## src/csa_pkg.sv

```systemverilog
// Shared types, constants and helper functions for the call statistics accumulator.
package csa_pkg;

  localparam int SAMPLE_WIDTH = 32;
  localparam int SUM_WIDTH    = 64;
  localparam int COUNT_WIDTH  = 32;
  localparam int VALUE_WIDTH  = 64;

  typedef logic [SAMPLE_WIDTH-1:0] sample_t;
  typedef logic [SUM_WIDTH-1:0]    sum_t;
  typedef logic [COUNT_WIDTH-1:0]  count_t;
  typedef logic [VALUE_WIDTH-1:0]  value_t;

  // Commands carried by an input item.
  typedef enum logic [1:0] {
    CMD_RECORD = 2'd0,
    CMD_MERGE  = 2'd1,
    CMD_READ   = 2'd2,
    CMD_CLEAR  = 2'd3
  } cmd_t;

  // Statistic selectors for merge and read.
  typedef enum logic [3:0] {
    STAT_EVENT_COUNT   = 4'd0,
    STAT_DURATION_SUM  = 4'd1,
    STAT_DURATION_SQ   = 4'd2,
    STAT_DURATION_MAX  = 4'd3,
    STAT_DURATION_MIN  = 4'd4,
    STAT_SENT_SUM      = 4'd5,
    STAT_SENT_MAX      = 4'd6,
    STAT_SENT_MIN      = 4'd7,
    STAT_IO_SUM        = 4'd8,
    STAT_IO_MAX        = 4'd9,
    STAT_IO_MIN        = 4'd10,
    STAT_RMA_SUM       = 4'd11,
    STAT_LARGE_COUNT   = 4'd12
  } stat_idx_t;

  // Configuration register indexes.
  typedef enum logic [0:0] {
    CFG_THRESHOLD_ENABLE = 1'b0,
    CFG_THRESHOLD_BYTES  = 1'b1
  } cfg_reg_t;

  // The full set of running statistics.
  typedef struct packed {
    count_t  event_count;
    sum_t    duration_sum;
    sum_t    duration_square_sum;
    sample_t duration_max;
    sample_t duration_min;
    sum_t    sent_sum;
    sample_t sent_max;
    sample_t sent_min;
    sum_t    io_sum;
    sample_t io_max;
    sample_t io_min;
    sum_t    rma_sum;
    count_t  large_message_count;
  } stats_t;

  // One registered item as it enters the update stage.
  typedef struct packed {
    cmd_t       command;
    sample_t    duration;
    sample_t    send_size;
    sample_t    io_size;
    sample_t    rma_size;
    sum_t       duration_square;
    stat_idx_t  stat_index;
    value_t     stat_value;
  } op_t;

  // Cleared statistics: minimums at all ones, everything else zero.
  function automatic stats_t clear_stats();
    stats_t s;
    s = '0;
    s.duration_min = '1;
    s.sent_min     = '1;
    s.io_min       = '1;
    return s;
  endfunction

  // Saturating add for sums.
  function automatic sum_t sat_add_sum(sum_t a, sum_t b);
    logic [SUM_WIDTH:0] s;
    s = {1'b0, a} + {1'b0, b};
    return s[SUM_WIDTH] ? '1 : s[SUM_WIDTH-1:0];
  endfunction

  // Saturating add for counts.
  function automatic count_t sat_add_count(count_t a, count_t b);
    logic [COUNT_WIDTH:0] s;
    s = {1'b0, a} + {1'b0, b};
    return s[COUNT_WIDTH] ? '1 : s[COUNT_WIDTH-1:0];
  endfunction

  // Clip a merge value to the width of a count.
  function automatic count_t clip_count(value_t v);
    return (v[VALUE_WIDTH-1:COUNT_WIDTH] != '0) ? '1 : v[COUNT_WIDTH-1:0];
  endfunction

  // Clip a merge value to the width of a sample.
  function automatic sample_t clip_sample(value_t v);
    return (v[VALUE_WIDTH-1:SAMPLE_WIDTH] != '0) ? '1 : v[SAMPLE_WIDTH-1:0];
  endfunction

  // Clip a merge value to the width of a sum.
  function automatic sum_t clip_sum(value_t v);
    value_t top;
    top = value_t'({SUM_WIDTH{1'b1}});
    return (v > top) ? '1 : v[SUM_WIDTH-1:0];
  endfunction

endpackage

```

## src/csa_stats.sv

```systemverilog
// Statistics register bank with its record, merge, read and clear update logic.
module csa_stats import csa_pkg::*; (
  input  logic    clk,
  input  logic    rst,
  input  logic    apply,
  input  op_t     op,
  input  logic    threshold_enable,
  input  sample_t threshold_bytes,
  output value_t  read_value
);

  stats_t  stats;
  stats_t  stats_next;
  count_t  merge_count;
  sample_t merge_sample;
  sum_t    merge_sum;
  logic    large_send;

  // Merge values clipped to each statistic width.
  assign merge_count  = clip_count(op.stat_value);
  assign merge_sample = clip_sample(op.stat_value);
  assign merge_sum    = clip_sum(op.stat_value);

  // A send at or above the threshold counts as large when counting is on.
  assign large_send = threshold_enable && (op.send_size >= threshold_bytes);

  // Next value of the statistics for the item in the update stage.
  always_comb begin
    stats_next = stats;
    if (apply) begin
      unique case (op.command)
        CMD_RECORD: begin
          stats_next.event_count = sat_add_count(stats.event_count, count_t'(1));
          stats_next.duration_sum =
            sat_add_sum(stats.duration_sum, sum_t'(op.duration));
          stats_next.duration_square_sum =
            sat_add_sum(stats.duration_square_sum, op.duration_square);
          if (op.duration > stats.duration_max) stats_next.duration_max = op.duration;
          if (op.duration < stats.duration_min) stats_next.duration_min = op.duration;
          stats_next.sent_sum = sat_add_sum(stats.sent_sum, sum_t'(op.send_size));
          if (op.send_size > stats.sent_max) stats_next.sent_max = op.send_size;
          if (op.send_size < stats.sent_min) stats_next.sent_min = op.send_size;
          stats_next.io_sum = sat_add_sum(stats.io_sum, sum_t'(op.io_size));
          if (op.io_size > stats.io_max) stats_next.io_max = op.io_size;
          if (op.io_size < stats.io_min) stats_next.io_min = op.io_size;
          stats_next.rma_sum = sat_add_sum(stats.rma_sum, sum_t'(op.rma_size));
          if (large_send) begin
            stats_next.large_message_count =
              sat_add_count(stats.large_message_count, count_t'(1));
          end
        end
        CMD_MERGE: begin
          unique case (op.stat_index)
            STAT_EVENT_COUNT: begin
              stats_next.event_count = sat_add_count(stats.event_count, merge_count);
            end
            STAT_DURATION_SUM: begin
              stats_next.duration_sum = sat_add_sum(stats.duration_sum, merge_sum);
            end
            STAT_DURATION_SQ: begin
              stats_next.duration_square_sum =
                sat_add_sum(stats.duration_square_sum, merge_sum);
            end
            STAT_DURATION_MAX: begin
              if (merge_sample > stats.duration_max) stats_next.duration_max = merge_sample;
            end
            STAT_DURATION_MIN: begin
              if (merge_sample < stats.duration_min) stats_next.duration_min = merge_sample;
            end
            STAT_SENT_SUM: begin
              stats_next.sent_sum = sat_add_sum(stats.sent_sum, merge_sum);
            end
            STAT_SENT_MAX: begin
              if (merge_sample > stats.sent_max) stats_next.sent_max = merge_sample;
            end
            STAT_SENT_MIN: begin
              if (merge_sample < stats.sent_min) stats_next.sent_min = merge_sample;
            end
            STAT_IO_SUM: begin
              stats_next.io_sum = sat_add_sum(stats.io_sum, merge_sum);
            end
            STAT_IO_MAX: begin
              if (merge_sample > stats.io_max) stats_next.io_max = merge_sample;
            end
            STAT_IO_MIN: begin
              if (merge_sample < stats.io_min) stats_next.io_min = merge_sample;
            end
            STAT_RMA_SUM: begin
              stats_next.rma_sum = sat_add_sum(stats.rma_sum, merge_sum);
            end
            STAT_LARGE_COUNT: begin
              stats_next.large_message_count =
                sat_add_count(stats.large_message_count, merge_count);
            end
            default: begin
              stats_next = stats;
            end
          endcase
        end
        CMD_READ: begin
          stats_next = stats;
        end
        CMD_CLEAR: begin
          stats_next = clear_stats();
        end
      endcase
    end
  end

  // Statistics registers.
  always_ff @(posedge clk) begin
    if (rst) begin
      stats <= clear_stats();
    end else begin
      stats <= stats_next;
    end
  end

  // Read selection; unknown indexes read as zero.
  always_comb begin
    unique case (op.stat_index)
      STAT_EVENT_COUNT:  read_value = value_t'(stats.event_count);
      STAT_DURATION_SUM: read_value = value_t'(stats.duration_sum);
      STAT_DURATION_SQ:  read_value = value_t'(stats.duration_square_sum);
      STAT_DURATION_MAX: read_value = value_t'(stats.duration_max);
      STAT_DURATION_MIN: read_value = value_t'(stats.duration_min);
      STAT_SENT_SUM:     read_value = value_t'(stats.sent_sum);
      STAT_SENT_MAX:     read_value = value_t'(stats.sent_max);
      STAT_SENT_MIN:     read_value = value_t'(stats.sent_min);
      STAT_IO_SUM:       read_value = value_t'(stats.io_sum);
      STAT_IO_MAX:       read_value = value_t'(stats.io_max);
      STAT_IO_MIN:       read_value = value_t'(stats.io_min);
      STAT_RMA_SUM:      read_value = value_t'(stats.rma_sum);
      STAT_LARGE_COUNT:  read_value = value_t'(stats.large_message_count);
      default:           read_value = '0;
    endcase
  end

endmodule

```

## config.mk

```make
export PLATFORM = sky130hd
export DESIGN_NAME = csa_stats
export DESIGN_NICKNAME = d
export VERILOG_FILES = /design/src/csa_pkg.sv /design/src/csa_stats.sv
export SDC_FILE = /design/constraint.sdc
export NUM_CORES = 2
export LEC_CHECK = 0
export ABC_CLOCK_PERIOD_IN_PS = 10500
export BUFFER_PORTS_ARGS = -buffer_cell sky130_fd_sc_hd__buf_2
export CORE_MARGIN = 3
export CORE_UTILIZATION = 35
export CTS_BUF_LIST = sky130_fd_sc_hd__clkbuf_4
export CTS_CLUSTER_SIZE = 12
export DETAILED_ROUTE_END_ITERATION = 10
export HOLD_SLACK_MARGIN = 0.1
export PLACE_DENSITY = 0.51
export SYNTH_ARGS = -nofsm -noshare
export SYNTH_HDL_FRONTEND = slang
export SYNTH_SLANG_ARGS = --single-unit
```

## constraint.sdc

```tcl
create_clock -name clk -period 10.5 [get_ports clk]
set_input_delay 1.05 -clock clk [delete_from_list [all_inputs] [get_ports clk]]
set_output_delay 1.05 -clock clk [all_outputs]
set_load 0.1 [all_outputs]
```

==> metrics.yaml <==
worstHoldPathCells: 4
yosysWarnings: 0
cts_root_buf: "clkbuf_4"
final_util_pct: 38.68
worstPathRequired_ns: 9.45
intPower_mw: 5.136
track_usage_pct: 39.17
whs_endpoint: "stats[229]$_SDFFE_PP1P_"
cts_max_level: 4
synth.distinct_cells: 110
grt-ovfl-total: 0
clockBufferDepth: 3
cellLeakagePower_nw: 36.49
worstPathArrival_ns: 4.88
switching_share_pct: 48.30
path_clk_slew_ns: 0.06
initial_core_util_pct: 35.36
die_y_um: 470.1
finalWirelength_um: 458500
nNetsFinal: 11910
clkLatencyLatePin_ns: 1.40
min_period_over_period_pct: 56.46
top_register: "stats"
ys_seq_area_share_pct: 15.30
worstMarginPinSlew_ns: 1.568
maxCapViolCount: 3
netlist_area_sq_mm: 0.07537
postCtsSetupBuffers: 0
r2r_slack_ns: 4.63
fmax_mhz: 168.7
synth-edff-count: 0
total_power_mw: 9.935
fin_area_sq_mm: 0.08245
tritoncts: "yes"
start_kind: "primary input"
crit_chain: "buf_2 > nand2b_1 > nor3_2 > buf_4 > a22o_1 > a221oi_1 > nand3_1 > buf_2"
largest_reg_flops: 576
clkPwrFrac_pct: 25.8
fin_hold_ws_ns: 0.2140
synth_nets: 11780
antenna_left: 0
final.setup.worst_slack_ns: 4.572
antenna_found_initial: 63
syn-instance-count: 10480
hpwl_um: 363400
synthTopCellsByArea: "ha_1 16%, dfxtp_1 15%, a21oi_1 8.1%"
cts_resized: 0
fillers: 22700
pwr-share-comb_pct: 45.8
endpoint_kind: "primary output"
grt_pass1_wl_um: 628800
pre_cts_slack_ns: 3.606
finalSetupViolCount: 0
cts_num_sinks: 576
rsz0062_at_grt: "no"
cpMostUsedCell: "buf_2"
via_per_inst: 6.652
reg.largest.list: "stats x576"
final_cells: 13610
ios: 362
slew_headroom_pct: -5.611
grt_max_degree: 118
drt_iter0_drc: 12300
r2r_start: "stats[160]$_SDFFE_PP0P_"
die_area_sq_mm: 0.2210
ir_drop_mv: 0.1304
dp_cells: 13230
crit_type: "primary input to primary output"
io_buffers: 361
synth_ff_type: "dfxtp_1"
crit_path_top_delay_cell: "a221oi_1"
hold_path_startpoint: "op[201]"
syn_avg_cell_area_sq_um: 7.189
coreArea_sq_mm: 0.2131
slowest_delay_ns: 1.03
fin_crit_ns: 5.928
powerDensity_mw_per_mm2: 120.5
drt_pass1_iterations: 11
crit_fanout: 47
gp_congestion: 1.068
syn_to_final_growth_pct: 9.392
yosysTopAreaCell: "ha_1"
hold_viol_final: 0
grt_pass1_vias: 82510
die_w_um: 470.1
finalSetupTns_ns: 0
drv_slew: 8
yosysTopAreaCellShare_pct: 16.40
synth_seq_cells: 576
r2r-end: "stats[203]$_SDFFE_PP0P_"
async_reset_ff_share_pct: 0
drc: 2
numCtsBuffers: 194
switchingPower_mw: 4.798
placed_area_sq_mm: 0.07991
skew_ns: 0.09299
reg2reg_depth: 14
drive_gt1_share_pct: 9.258
wl_per_cell_um: 33.69
row_count: 169
failed_checks: "DRC, capacitance limit, slew limit"
hp-class: "primary input to flop"
p_seq_share_pct: 28.5
outcome: "finished, violations left"
num_vias: 90520
## cell families (layout without fill, tap and decap cells)
logic type,Yosys count,count (layout),share of synthesized area (%)
compound gates,4203,4203,35.66
simple gates,3059,3059,19.63
buf+inv,1017,1280,5.292
fa+ha+maj,1000,1000,16.72
xor+xnor,581,581,6.751
flops,576,576,15.30
mux,48,48,0.6457
other cells,0,40,0
## Yosys cell counts, drive strengths merged (34+ instances only)
library cell  number
a21oi           1232
ha               988
o21ai            972
nor2             844
nand2            687
dfxtp            576
a21o             527
clkbuf           488
inv              408
nor3             361
xnor2            334
nand3            247
xor2             247
a31oi            238
nand4            226
nor2b            175
o21a             123
buf              121
a211oi           117
a22oi            107
o21bai           107
and3             104
o211ai            93
a221oi            90
a311oi            89
nand2b            89
and2              79
or3               75
a222oi            64
nor4              53
o31ai             49
mux2i             43
a21boi            38
a22o              36
and4              34
## cell type report
| cell class | count | area [sq um] | area share, % |
|---|---|---|---|
| multi-input combinational | 8891 | 60140 | 72.94 |
| sequential | 576 | 11530 | 13.99 |
| tap | 2821 | 3530 | 4.281 |
| timing repair buffer | 538 | 3236 | 3.924 |
| clock buffer | 276 | 2072 | 2.513 |
| inverter | 408 | 1544 | 1.873 |
| clock inverter | 58 | 295.3 | 0.3581 |
| antenna | 40 | 100.1 | 0.1214 |
## worst max-delay path by stage
stage                                  startpoint                      end  slack [ns]  cells past startpoint
final                                      op[66]           read_value[17]        4.57                      8
after global routing      stats[160]$_SDFFE_PP0P_  stats[200]$_SDFFE_PP0P_        4.57                     15
after CTS                                  op[66]           read_value[14]        4.79                     10
after detailed placement                   op[50]  stats[575]$_SDFFE_PP0P_        3.61                     19
after global placement                     op[50]  stats[575]$_SDFFE_PP0P_        3.57                     19
after floorplan                            op[49]  stats[407]$_SDFFE_PP0P_        5.60                     19
## worst max-delay path: cells and delay by family
kind,cells,cell delay (ns)
AO/OA/AOI/OAI,2,1.47
buffers and inverters,3,1.05
AND/OR/NAND/NOR,3,1.28
## cell usage in the layout, fill, tap and decap left out, drive strengths merged, types with 104 or more instances in the layout
cell type	Yosys	final
inv	408	410
ha	988	988
a21oi	1232	1232
a211oi	117	117
nor3	361	361
xor2	247	247
a21o	527	527
a31oi	238	238
nor2b	175	175
o21ai	972	972
a22oi	107	107
and3	104	104
nand2	687	687
dfxtp	576	576
nor2	844	844
buf	121	531
clkbuf	488	276
o21bai	107	107
nand3	247	247
nand4	226	226
xnor2	334	334
o21a	123	123
## per-layer routing
metal | wire, um | vias to the layer above | part of all wire [%] | GRT usage (%)
li1 | - | 39870 | - | -
met1 | 192600 | 43940 | 42 | 53.26
met2 | 177400 | 5731 | 39 | 53.23
met3 | 61870 | 962 | 13 | 14.04
met4 | 26470 | 20 | 5.8 | 20.85
met5 | 137 | - | 0.030 | 0
## power groups by stage
stage                     logic (mW)  registers (mW)  clock network, mW
after floorplan                 3.04            2.53                  0
after global placement          4.38            2.83                  0
after detailed placement        4.38            2.83                  0
after CTS                       4.41            2.78               2.59
after global routing            4.87            2.81               2.68
final                           4.55            2.83               2.56
## what timing repair did
| item | CTS | global route |
|---|---|---|
| endpoints found under the setup margin | 0 | 0 |
| hold endpoints to repair | 10 | 0 |
| hold buffers | 7 | 0 |
No activity file was read; power rests on OpenSTA's default activity.
